## src/design/mrf_pkg.sv

```systemverilog
`timescale 1ns / 1ps
// Package for the median range finder: default sizes, cell operation codes,
// sequencer states and the statistics control bundle. No dependencies.
package mrf_pkg;

  localparam int unsigned MaxItemsDef  = 256;
  localparam int unsigned ValueBitsDef = 16;

  typedef enum logic [1:0] {
    CELL_HOLD,
    CELL_INSERT,
    CELL_SHIFT
  } cell_op_e;

  typedef enum logic {
    ST_IDLE,
    ST_DRAIN
  } mrf_state_e;

  // Position flags for one drain step, relative to the two median positions.
  typedef struct packed {
    logic step;
    logic first;
    logic at_lo;
    logic at_hi;
    logic past_lo;
    logic past_hi;
  } stat_ctrl_t;

endpackage

```

## src/design/mrf_cell.sv

```systemverilog
`timescale 1ns / 1ps
// One compare-and-insert cell of the sorting chain.
// Depends on mrf_pkg (cell_op_e).
module mrf_cell
  import mrf_pkg::*;
#(
  parameter int unsigned VALUE_BITS = ValueBitsDef
) (
  input  logic                  clk_i,
  input  cell_op_e              op_i,
  input  logic                  occupied_i,
  input  logic [VALUE_BITS-1:0] sample_i,
  input  logic                  left_gt_i,
  input  logic [VALUE_BITS-1:0] left_data_i,
  input  logic [VALUE_BITS-1:0] right_data_i,
  output logic                  gt_o,
  output logic [VALUE_BITS-1:0] data_o
);

  logic [VALUE_BITS-1:0] data_q, data_d;

  // Empty cells count as greater, so the new sample lands at the first of them.
  assign gt_o   = !occupied_i || (data_q > sample_i);
  assign data_o = data_q;

  always_comb begin
    data_d = data_q;
    case (op_i)
      CELL_INSERT: begin
        if (left_gt_i) begin
          data_d = left_data_i;   // make room: advance the larger value
        end else if (gt_o) begin
          data_d = sample_i;
        end
      end
      CELL_SHIFT:  data_d = right_data_i;
      default:     data_d = data_q;
    endcase
  end

  always_ff @(posedge clk_i) begin
    data_q <= data_d;
  end

endmodule

```

## config.mk

```make
export PLATFORM = sky130hd
export DESIGN_NAME = mrf_cell
export DESIGN_NICKNAME = d
export VERILOG_FILES = /design/src/design/mrf_pkg.sv /design/src/design/mrf_cell.sv
export SDC_FILE = /design/constraint.sdc
export NUM_CORES = 1
export LEC_CHECK = 0
export ABC_AREA = 1
export BUFFER_PORTS_ARGS = -buffer_cell sky130_fd_sc_hd__buf_2
export CORE_MARGIN = 2
export CORE_UTILIZATION = 28
export DETAILED_ROUTE_END_ITERATION = 10
export GPL_TIMING_DRIVEN = 0
export SETUP_SLACK_MARGIN = 0.05
export SLEW_MARGIN = 40
export SYNTH_ARGS = -nofsm -noshare
export SYNTH_HDL_FRONTEND = slang
export SYNTH_SLANG_ARGS = --single-unit
```

## constraint.sdc

```tcl
create_clock -name clk_i -period 2 [get_ports clk_i]
set_clock_uncertainty 0.05 [all_clocks]
set_input_delay 0.2 -clock clk_i [delete_from_list [all_inputs] [get_ports clk_i]]
set_output_delay 0.2 -clock clk_i [all_outputs]
set_load 0.005 [all_outputs]
```

[After elaboration in Yosys (flattened, before gate mapping)]
Index checks and enable logic that the tools add are counted.
Storage, ports and cells
  bits of input ports: 53
  bits in registers: 16
Cells by class
  equality and inequality tests: 3
  $lt $le $gt $ge: 1
  muxes and demuxes: 3
  reduce and logical (&&, ||, !) cells: 4
Operator list (count)
  $mux 16: 2
  $pmux 16 s2: 1
  $gt 16x16->1: 1
  $ne 3x3->1 const B: 1
  $eq 2x1->1 const B: 1
  $eq 2x2->1 const B: 1
  $reduce_and 2->1: 1
  $reduce_bool 2->1: 1
  $logic_not 1->1: 1
  $logic_or 1x1->1: 1

[Logic depth before layout (Yosys ltp)]
  depth after elaboration: 5
  gate-level depth with buffers: 15
  mapped depth without buffers: 15

[Least setup slack after synthesis]
OpenSTA, ideal clock, no wires.
  path kind: reg-to-reg
  start: register data_q[15] (netlist: data_o[15])
  end: register data_q[0] (netlist: data_o[0]) (enable)
  arrival time: 1582 ps
  path slack: -3 ps
  library setup time: 372 ps
  path buffers: 0
  cell stages (with the launch flop): 10
  cells stage by stage: edfxtp_1 ha_1 nand2_2 nor3_2 nand2_1 nand2_1 nand2_1 nand3_1 nand2_1 nand2_1
On the way
  longest elaborated chain between the ends: 4
Ends and longest elaborated chain
  from (decl): line mrf_cell.sv:20  | logic [VALUE_BITS-1:0] data_q, data_d;
  from (signal assigned): line mrf_cell.sv:42  | data_q <= data_d;
  $gt 16x16->1: line mrf_cell.sv:23  | assign gt_o = !occupied_i || (data_q > sample_i);
  $logic_or 1x1->1: line mrf_cell.sv:23
  $ne 3x3->1 (no line)
  $reduce_and 2->1 (no line)
No other way between the ends.
A chain may end at the register's enable or synchronous reset.

[Worst setup path in the final report]
  start: register data_q[11] (netlist: data_o[11])
  end: register data_q[9] (netlist: data_o[9]) (enable)
The elaborated chain is that of the path after synthesis.

==> results.tsv <==
stage	metric	value	unit
outcome	status	finished, final reports clean	
global_routing	grt_pass1_vias	1206	
logic_synthesis	syn_nets	234	
drt	dr.pass1.iters	4	
drt	drtAntennaViolNets	0	
sta	tns	0	ns
sta	fmax	0.535	GHz
finish	final_cell_area	1830	sq um
worst_setup_path	end_kind	flip-flop	
pwr	power	0.989	mW
finish	fin_nets	308	
place	globalplace.congestion	0.735	
logic_synthesis	ys.warnings.count	0	
global_routing	grt_usage	14.1	%
worst_setup_path	cp.required	1.90	ns
global_routing	antenna_found_initial	0	
sta	worst_pin_slew	0.299	ns
drt	drt_iter0_markers	34	
worst_setup_path	start_kind	flip-flop	
die	ios	70	
cts	cts_sinks	16	
finish	syn_to_final_growth	45.0	%
logic_synthesis	synth-compound-area-share	11.3	%
sta	fin_crit	1.87	ns
logic_synthesis	syn_area_per_cell	7.66	sq um
pwr	power_leakage	0.927	nW
run	maxCapViolations	0	
logic_synthesis	synthMuxAreaShare	0	%
drt	num_vias	1321	
logic_synthesis	syn_inst	165	
sta	final_hold_viol_count	0	
worst_setup_path	cp_max_fo	16	
finish	final_util	42.1	%
worst_hold_path	hp-class	input port to flip-flop	
cts	numCtsBuffers	3	
logic_synthesis	synth_area	1260	sq um
cts	clk_pin_slew_worst_paths	0.07	ns
die	chipWidth	71.2	microns
logic_synthesis	ys_seq_elements	16	
drt	drc_errors	0	
logic_synthesis	synth_xor_area_share	0	%
sta	maxSlewViolCount	0	
finish	largest_reg_flops	16	
cts	cts_tree	yes	
cts	clkLatencyLatePin	0.25	ns
logic_synthesis	synth_top_family_by_area	simple AND/OR/NAND/NOR gates	
die	die_h	71.2	microns
cts	cts_root_buf	clkbuf_8	
die	dieArea	5070	sq um
finish	n_antenna_cell	0	
cts	htreeDepth	1	
sta	max-slew-margin-rel	80.0	%
cts	clockBufferDepth	2	
sta	fin_crit_sh	93.4	%
finish	drive_gt1_share	40.1	%
die	initial_core_util	29.0	%
global_routing	grt.overflow.total	0	
global_routing	grt_pass1_wl	5.47	mm
drt	wl_per_cell	12.7	microns
logic_synthesis	synth-simple-area-share	25.4	%
logic_synthesis	synth.distinct_cells	17	
worst_setup_path	critical_path_class	flip-flop to flip-flop	
logic_synthesis	seq_area_frac_synth	38.0	%
sta	setup_violations	0	
global_routing	grt_max_degree	17	
logic_synthesis	synth_fa_ha_area_share	15.8	%
worst_setup_path	worstPathArrival	1.77	ns
drt	routed_via_density	4.57	
pwr	power_density	540	nW/um^2
drt	wirelength	3.66	mm
place	port_buffers	68	
place	hpwl	2.78	mm
die	rows	24	
die	core_area	4350	sq um
sta	rsz0062_at_grt	yes	
pwr	vdd_drop_max	0.200	mV
place	place_area	1670	sq um
## routing by layer
layer  vias to the layer above  part of all wire [%]  global-route usage, %
li1                        693                     -                      -
met4                         0                   1.4                   5.66
met3                         4                   6.3                   2.56
met5                         -                     0                      0
met1                       581                    46                   19.1
met2                        43                    46                   22.2
## stage by stage
step                      hold slack (ns)  instances  worst slack (ns)
after floorplan                     0.395        165             0.163
after global placement              0.497        285           -0.0557
after detailed placement            0.501        285           -0.0792
after CTS                           0.237        288            0.0531
after global routing                0.250        289           0.00798
final                               0.242        289             0.131
## critical path, cell delays in order (launching register included)
cell      delay (ns)
edfxtp_1        0.44
ha_4            0.30
nand4_1         0.12
nor3_2          0.15
nand2_1         0.07
nand2_1         0.05
nand2_1         0.06
nand3_1         0.08
nand2_2         0.09
nand2_8         0.16
## synthesized netlist by cell type
| master | n | area share, % |
|---|---|---|
| nand3_1 | 3 | 1.2 |
| nand2_1 | 53 | 16 |
| nor2_2 | 1 | 0.50 |
| nor3_2 | 1 | 0.79 |
| a21o_1 | 1 | 0.59 |
| ha_1 | 16 | 16 |
| edfxtp_1 | 16 | 38 |
| a31oi_1 | 16 | 7.9 |
| buf_6 | 1 | 0.89 |
| nand2_2 | 1 | 0.50 |
| a21oi_1 | 6 | 2.4 |
| nor2_1 | 21 | 6.2 |
| nand4_1 | 1 | 0.50 |
| buf_2 | 5 | 2.0 |
| inv_1 | 21 | 6.2 |
| o21ai_0 | 1 | 0.40 |
| inv_2 | 1 | 0.30 |
## path summary, 6_finish.rpt
path | start | end | slack [ns] | cells past startpoint
worst max-delay path | data_o[11] | data_o[9] | 0.13 | 9
worst min-delay path | right_data_i[2] | data_o[2] | 0.24 | 3
worst max register to register | data_o[11] | data_o[9] | 0.13 | 9
worst min register to register | data_o[14] | data_o[3] | 1.21 | 9
## placed cells by master (no fill, tap or decap), drive strengths merged
cell type | netlist | final
edfxtp | 16 | 16
inv | 22 | 22
a21o | 1 | 1
ha | 16 | 16
nand3 | 3 | 3
a21oi | 6 | 6
a31oi | 16 | 16
clkbuf | 0 | 3
nor3 | 1 | 1
buf | 6 | 75
nand4 | 1 | 1
o21ai | 1 | 1
nor2 | 22 | 22
nand2 | 54 | 54
## area by class of cell
type                    count  area, sq um
plain buffers               6         36.3
repair buffers             69          348
multi-input cells         121          779
clock buffers               3         41.3
flip-flops and latches     16          480
well taps                  52         65.1
fillers                   485         2520
inverters                  22         82.6
## cell families (layout without fill, tap and decap cells)
kind of cell / after synthesis / count (layout)
DFF: 16 / 16
adders and majority gates: 16 / 16
and+or+nand+nor: 81 / 81
buffers and inverters: 28 / 100
AOI/OAI and AO/OA: 24 / 24
## where the power goes
| part | total [mW] | switching, mW | internal (mW) |
|---|---|---|---|
| Sequential | 0.429 | 0.0191 | 0.410 |
| Combinational | 0.311 | 0.163 | 0.148 |
| Clock | 0.250 | 0.116 | 0.134 |
## timing repair
item / CTS / global route
hold endpoints to repair: 0 / 0
setup buffers: 0 / 1
pin swaps: 0 / 1
hold buffers: 0 / 0
endpoints found under the setup margin: 16 / 17
gates resized for setup: 1 / 14
No activity file was read; power rests on OpenSTA's default activity.
