===== src/design/mrf_pkg.sv =====
`timescale 1ns / 1ps
// Package for the median range finder: default sizes, cell operation codes,
// sequencer states and the statistics control bundle. No dependencies.
package mrf_pkg;

  localparam int unsigned MaxItemsDef  = 256;
  localparam int unsigned ValueBitsDef = 16;

  typedef enum logic [1:0] {
    CELL_HOLD,
    CELL_INSERT,
    CELL_SHIFT
  } cell_op_e;

  typedef enum logic {
    ST_IDLE,
    ST_DRAIN
  } mrf_state_e;

  // Position flags for one drain step, relative to the two median positions.
  typedef struct packed {
    logic step;
    logic first;
    logic at_lo;
    logic at_hi;
    logic past_lo;
    logic past_hi;
  } stat_ctrl_t;

endpackage


===== src/design/mrf_stat.sv =====
`timescale 1ns / 1ps
// Median capture and in-range count over the values drained from the chain.
// Depends on mrf_pkg (stat_ctrl_t).
module mrf_stat
  import mrf_pkg::*;
#(
  parameter int unsigned VALUE_BITS = ValueBitsDef,
  parameter int unsigned CNT_BITS   = 9
) (
  input  logic                  clk_i,
  input  stat_ctrl_t            ctrl_i,
  input  logic [VALUE_BITS-1:0] head_i,
  output logic [VALUE_BITS-1:0] lo_o,
  output logic [VALUE_BITS-1:0] hi_o,
  output logic [CNT_BITS-1:0]   cnt_o
);

  logic [VALUE_BITS-1:0] prev_q, prev_d, lo_q, lo_d, hi_q, hi_d;
  logic [CNT_BITS-1:0]   run_q, run_d, cnt_q, cnt_d;

  always_comb begin
    prev_d = prev_q;
    run_d  = run_q;
    lo_d   = lo_q;
    hi_d   = hi_q;
    cnt_d  = cnt_q;
    if (ctrl_i.step) begin
      prev_d = head_i;
      // length of the run of equal values ending here
      if (!ctrl_i.first && (head_i == prev_q)) begin
        run_d = run_q + CNT_BITS'(1);
      end else begin
        run_d = CNT_BITS'(1);
      end
      if (ctrl_i.at_lo) begin
        lo_d  = head_i;
        cnt_d = run_d;
      end else if (ctrl_i.past_lo && !ctrl_i.past_hi) begin
        cnt_d = cnt_q + CNT_BITS'(1);
      end else if (ctrl_i.past_hi && (head_i == hi_q)) begin
        cnt_d = cnt_q + CNT_BITS'(1);
      end
      if (ctrl_i.at_hi) begin
        hi_d = head_i;
      end
    end
  end

  always_ff @(posedge clk_i) begin
    prev_q <= prev_d;
    run_q  <= run_d;
    lo_q   <= lo_d;
    hi_q   <= hi_d;
    cnt_q  <= cnt_d;
  end

  assign lo_o  = lo_q;
  assign hi_o  = hi_q;
  assign cnt_o = cnt_q;

endmodule


===== config.mk =====
export PLATFORM = sky130hd
export DESIGN_NAME = mrf_stat
export DESIGN_NICKNAME = d
export VERILOG_FILES = /design/src/design/mrf_pkg.sv /design/src/design/mrf_stat.sv
export SDC_FILE = /design/constraint.sdc
export NUM_CORES = 1
export LEC_CHECK = 0
export BUFFER_PORTS_ARGS = -buffer_cell sky130_fd_sc_hd__buf_2
export CORE_UTILIZATION = 30
export CTS_CLUSTER_SIZE = 24
export DETAILED_ROUTE_END_ITERATION = 8
export PLACE_DENSITY_LB_ADDON = 0.08
export SLEW_MARGIN = 10
export SYNTH_ARGS = -nofsm -noshare
export SYNTH_HDL_FRONTEND = slang
export SYNTH_SLANG_ARGS = --single-unit

===== constraint.sdc =====
create_clock -name clk_i -period 3.8 [get_ports clk_i]
set_input_delay 0.76 -clock clk_i [delete_from_list [all_inputs] [get_ports clk_i]]
set_output_delay 0.76 -clock clk_i [all_outputs]
set_load 0.05 [all_outputs]

Word-level counts from Yosys, hierarchy flattened
Index checks and enable logic that the tools add are counted.

Flip-flop bits (word level): 66. Input bits: 23. Output and inout port bits: 41.

Multiplexer cells: 4. $add $sub $neg: 2. Equality and inequality tests: 2. Reduce and logical (&&, ||, !) cells: 9.

Operator list (number): $mux W9 (4); $eq A16 B16 Y1 (2); $add A9 B1 Y9 const B (2); $reduce_and A2 Y1 (3); $logic_and A1 B1 Y1 (3); $reduce_bool A3 Y1 (1); $logic_not A1 Y1 (2).

Longest topological paths before layout
Gate-level depths: netlist of the first run.

Depth after elaboration: 5. Depth in mapped cells: 6. Depth with buffers taken out: 6.

Worst setup path before layout of the first run
No wires, ideal clock.

Path type: input-to-reg. Start point: in head_i[3]. End point: reg cnt_q[0], in the netlist cnt_o[0], enable pin. Slack: 1412 ps. Arrival time: 2001 ps. Library setup time: 387 ps. Stages: 4. Cell sequence: xor2_1 > nor4_1 > nand4_1 > o21ai_0.

Longest elaborated chain between the ends: 4.

Ends and longest elaborated chain: start, declared (RTL line mrf_stat.sv:12) `input logic [VALUE_BITS-1:0] head_i,`; $eq A16 B16 Y1 (RTL line mrf_stat.sv:40) `end else if (ctrl_i.past_hi && (head_i == hi_q)) begin`; $logic_and A1 B1 Y1 (RTL line mrf_stat.sv:40); $reduce_bool A3 Y1 (no line); $reduce_and A2 Y1 (no line); end signal, assigned (RTL line mrf_stat.sv:54) `cnt_q <= cnt_d;`; end, declared (RTL line mrf_stat.sv:19) `logic [CNT_BITS-1:0] run_q, run_d, cnt_q, cnt_d;`.

No other way between the ends. A chain may end at the register's enable or synchronous reset.

Worst setup path in the final report of the first run
Start point: in head_i[13]. End point: reg run_q[0], data pin.

Longest elaborated chain between the ends: 3.

Ends and longest elaborated chain: $eq A16 B16 Y1 (RTL line mrf_stat.sv:30) `if (!ctrl_i.first && (head_i == prev_q)) begin`; $logic_and A1 B1 Y1 (RTL line mrf_stat.sv:30); $mux W9 (RTL line mrf_stat.sv:30); end signal, assigned (RTL line mrf_stat.sv:51) `run_q <= run_d;`; end, declared (RTL line mrf_stat.sv:19).

No other way between the ends.

==> out/metrics.cfg, run 1 <==
[pwr]
p_per_area_nw_per_um2 = 472
power_leakage_nw = 1.26
vdd_drop_max_v = 0.000197
finalPower_mw = 1.61

[route]
drc = 0
vias = 1696
dr.pass1.iters = 4
ant_nets = 0
dr.first_iter.drc_count = 85
viasPerCell = 4.61
routed_wirelength_microns = 5860
routedWlPerCell_microns = 15.9

[sta]
skew_ns = 0.00784
finalSetupTns_ns = 0
period_share = 0.617
setup_viol = 0
hold_viol = 0
maxSlewViolCount = 0
relSlewSlack = 0.372
period_minus_slack_ns = 2.35
fmax_mhz = 426
worst_slew_pin_slew_ns = 0.943
grt_setup_unrepaired = false

[grt]
grt_start_max_net_pins = 19
grt_pass1_wl_microns = 9140
first_global_vias = 1742
met2_usage = 0.211
met3_usage = 0.0298
grt-busiest-layer = met2
track_usage = 0.127
grt_overflow = 0
antenna_found_initial = 0
met1_usage = 0.159

[worst_setup_path]
end_kind = flip-flop
crit_start = head_i[13]
critPathArrivalTime_ns = 2.43
r2r_end = run_q[0]
critPathLaunchType = primary input
rrSetupSlack_ns = 1.61
required_ns = 3.88
endpoint = run_q[0]
worstReg2RegStart = prev_q[13]
cp_max_fo = 18
setup.worst_path.class = in2reg
rr_worst_depth = 5

[cells_and_area]
area_growth_pct = 21.7
stdcell_area_sq_um = 3410
final_cell_mix = edfxtp_1, buf_2, xor2_1
final_cells = 368
layout.nets = 280
layout_commonest_cell = edfxtp_1
drive_gt1_frac = 0.315
diodes = 0

[synthesis]
seq_area_frac_synth = 0.707
yosys_register_bits = 66
netlist_instances = 182
yosys_warnings = 0
netlist.area_leader.share = 0.707
netlist_area_sq_um = 2800
yosysTopAreaCell = edfxtp_1
synth_cell_types = 26
syn_area_per_cell_sq_um = 15.4
yosys-top-cells-area = edfxtp_1, xor2_1, xnor2_1
syn_nets = 207

[clocking]
post_cts_buffers = 0
cts_buffers = 9
insertion_delay_ns = 0.33
cts-root-buf = clkbuf_8
htree_levels = 3
cts.path.max_buffers = 2
clkSinkCount = 66
clk_pin_slew_worst_paths_ns = 0.07
cts-resized-gates = 0
cts_hold_buf = 0
cts_tree = yes

[floorplanning]
rows = 34
die_w_microns = 98.7
dieArea_sq_um = 9740
die_y_microns = 98.7
core_area_sq_um = 8890
ios = 64
initial_core_util = 0.315

[run]
drv_cap = 0

[place]
dp_cells = 352
hpwl_microns = 4120
dpl_cell_area_sq_um = 3250
gp_congestion = 0.701
io_buffers = 63

[status]
status = finished, final reports clean

[min_path]
min_path_cells = 2
hold_path_class = reg2reg

==> registers in the layout, summed over array words and instances, names as in the netlist <==
| signal | cells |
|---|---|
| hi_o | 16 |
| lo_o | 16 |
| prev_q | 16 |
| cnt_o | 9 |
| run_q | 9 |
==> worst max-delay path, cell delays in order <==
cell,delay (ns)
buf_2,0.13
xnor2_1,0.22
nand4_1,0.13
nor4_2,0.21
o2111ai_2,0.48
or3_1,0.49
==> area by class of cell <==
type | count | area, sq um
multi-input combinational | 107 | 781
clock buffer | 10 | 128
tap | 108 | 135
clock inverter | 6 | 33.8
sequential | 66 | 1980
timing repair buffer | 65 | 330
inverter | 6 | 22.5
fill | 864 | 5480
==> Yosys cell counts <==
library cell  count
a211oi_1          1
and2_1            2
and3_1            4
buf_1             1
buf_6             1
clkbuf_1          1
edfxtp_1         66
ha_1              2
inv_1             6
nand2_1          10
nand3_1           9
nand4_1           3
nor2_1            2
nor2b_1           1
nor3_1           10
nor4_1            3
nor4_2            2
o2111ai_2         1
o21ai_0           2
o31ai_1           3
o32a_1            1
o32ai_1           1
o41ai_1           4
or3_1             1
xnor2_1          16
xor2_1           29
==> layer usage <==
metal	wire length, microns	vias up
met5	0	-
met4	100	0
met3	190	9
met2	2940	35
met1	2630	821
li1	-	831
==> stage by stage <==
stage | setup slack [ns] | utilization | hold WS, ns
3_5_place_dp | 1.05 | 0.366 | 0.650
4_1_cts | 1.40 | 0.384 | 0.672
6_report | 1.45 | 0.384 | 0.674
5_1_grt | 1.26 | 0.384 | 0.672
2_1_floorplan | 1.41 | - | 0.633
3_3_place_gp | 1.07 | 0.366 | 0.665
==> how the worst min path moves through the flow <==
stage               startpoint        to  slack (ns)
floorplan             run_q[8]  run_q[8]        0.63
global placement      run_q[8]  run_q[8]        0.66
detailed placement    cnt_o[8]  cnt_o[8]        0.65
CTS                  head_i[9]   lo_o[9]        0.67
global route         head_i[0]   lo_o[0]        0.67
finish                cnt_o[8]  cnt_o[8]        0.67
==> power breakdown <==
| part | leakage [nW] | total (mW) | internal [mW] | switching (mW) |
|---|---|---|---|---|
| clock network | 0.0795 | 0.497 | 0.231 | 0.266 |
| logic | 0.545 | 0.235 | 0.0601 | 0.175 |
| registers | 0.633 | 0.877 | 0.854 | 0.0233 |
==> cell families (layout without fill, tap and decap cells) <==
kind of cell | Yosys count | count (layout) | synth area share
flip-flops | 66 | 66 | 0.707
buffers and inverters | 9 | 87 | 0.0147
XOR/XNOR | 45 | 45 | 0.141
adder cells (fa/ha/maj) | 2 | 2 | 0.00892
AO/OA/AOI/OAI | 13 | 13 | 0.0388
AND/OR/NAND/NOR | 47 | 47 | 0.0901
Note: power is estimated with default switching activity, not from simulation.
==> inputs of run 2 (changes only) <==
- clock period: 3.8 -> 2.11 ns (I/O delays scaled with it)
==> run 2 against run 1 <==
  * Hold slack worse by 0.34 ns
  * Sequential power up 80%
  * Clock-buffer cell count unchanged
  * Clock skew increased by 0.0013 ns
  * Cell area rose by 3.3%
  * Non-clock buffer count increased by 12
  * Sequential share of layout area decreased by 1.9 points
  * Combinational power up 87%
  * Flip-flop and latch count unchanged
  * Clock power is 110% higher
==> out/metrics.cfg, run 2 (same netlist as run 1, synthesis figures left out) <==
[route]
vias = 1740
wl_met1_microns = 2800
wl_met2_microns = 2940
maxUsedRoutingLayer = met4
dr.first_iter.drc_count = 66
drc = 0
dr_wl_met3_microns = 233
routed_wirelength_microns = 6060
viasPerCell = 4.58
routedWlPerCell_microns = 15.9
dr.pass1.iters = 4
ant_nets = 0

[worst_setup_path]
end_kind = flip-flop
critPathArrivalTime_ns = 2.01
required_ns = 2.21
cpMaxStageDelayCell = o41ai_1
setup.worst_path.class = reg2reg
cpPeakStageDelay_ns = 0.49
path_cells = xnor2_1 > nand4_1 > nor4_2 > o2111ai_2 > o41ai_1
critPathLaunchType = flip-flop
cp_max_fo = 8

[floorplanning]
die_y_microns = 98.7
ios = 64
rows = 34
die_w_microns = 98.7
dieArea_sq_um = 9740
core_area_sq_um = 8890
initial_core_util = 0.315

[sta]
worst_slew_pin_slew_ns = 0.414
relSlewSlack = 0.720
skew_ns = 0.00917
period_share = 0.908
finalSetupTns_ns = 0
period_minus_slack_ns = 1.92
grt_setup_unrepaired = false
setup_viol = 0
maxSlewViolCount = 0
hold_viol = 0
fmax_mhz = 522

[pwr]
switchingPower_mw = 0.842
power_frac_comb = 0.145
power_leakage_nw = 1.33
p_per_area_nw_per_um2 = 862
p_clk_frac = 0.335
intPower_mw = 2.20
finalPower_mw = 3.04
power.share.switching = 0.277
seqPwrFrac = 0.520
vdd_drop_max_v = 0.000479

[grt]
grt_pass1_wl_microns = 9510
grt_start_max_net_pins = 20
track_usage = 0.134
first_global_vias = 1772
antenna_found_initial = 0
grt_overflow = 0

[clocking]
cts-root-buf = clkbuf_8
cts.path.max_buffers = 2
cts_buffers = 9
cts_tree = yes
cts-resized-gates = 0
cts_hold_buf = 0
insertion_delay_ns = 0.33
htree_levels = 3
clk_pin_slew_worst_paths_ns = 0.07
clkSinkCount = 66
post_cts_buffers = 0

[cells_and_area]
layout.nets = 292
fill_cells = 883
final_cell_mix = edfxtp_1, buf_2, xor2_1
utilization = 0.397
multi_input_area_sq_um = 781
diodes = 0
ff_latch_area_sq_um = 1980
area_growth_pct = 25.7
layout_commonest_cell = edfxtp_1
drive_gt1_frac = 0.346

[place]
io_buffers = 63
hpwl_microns = 4420
gp_congestion = 0.726

[run]
drv_cap = 0

[status]
status = finished, final reports clean

[min_path]
hold_path_class = in2reg

## run 2: changes by cell type in the layout (fill, tap and decap cells not counted), sizes merged
cell      delta
buf         +12
bufinv       +1
clkinvlp     -2
clkinv       +1
## run 2: final timing paths
check	startpoint	to	slack, ns	depth (start not counted)
setup / recovery	prev_q[3]	cnt_o[1]	0.19	5
hold / removal	head_i[9]	lo_o[9]	0.34	1
setup reg to reg	prev_q[3]	cnt_o[1]	0.19	5
hold reg to reg	cnt_o[8]	cnt_o[8]	0.69	2
## run 2: layer usage
metal  track usage  up-vias
met3        0.0340        8
li1              -      856
met4        0.0620        0
met1         0.171      832
met2         0.213       44
met5             0        -
## run 2: per-stage QoR
stage	hold WS [ns]	setup WS, ns	instance area, sq um	instances
after floorplan	0.521	0.0456	2800	182
after global placement	0.673	-0.0242	3340	364
after detailed placement	0.670	0.0517	3340	364
after CTS	0.329	0.159	3530	380
after global routing	0.322	0.0536	3530	380
final	0.337	0.194	3530	380
## run 2: layout make-up
cell class,instances,share of cell area
Sequential cell,66,0.562
Clock buffer,10,0.0362
Inverter,6,0.00639
Tap cell,108,0.0383
Clock inverter,6,0.0163
Multi-Input combinational cell,107,0.221
Timing Repair Buffer,77,0.119
## run 2: critical path, delay by kind of cell (launching register included)
family	cells	cell delay (ns)
AND/OR/NAND/NOR	2	0.34
flip-flops	1	0.39
XOR/XNOR	1	0.19
AO/OA/AOI/OAI	2	0.76
## run 2: power groups by stage
stage | clock [mW] | combinational (mW) | sequential (mW)
floorplan | 0 | 0.109 | 1.79
global placement | 0 | 0.449 | 1.61
detailed placement | 0 | 0.447 | 1.61
CTS | 1.05 | 0.449 | 1.58
global route | 1.10 | 0.470 | 1.59
finish | 1.02 | 0.440 | 1.58
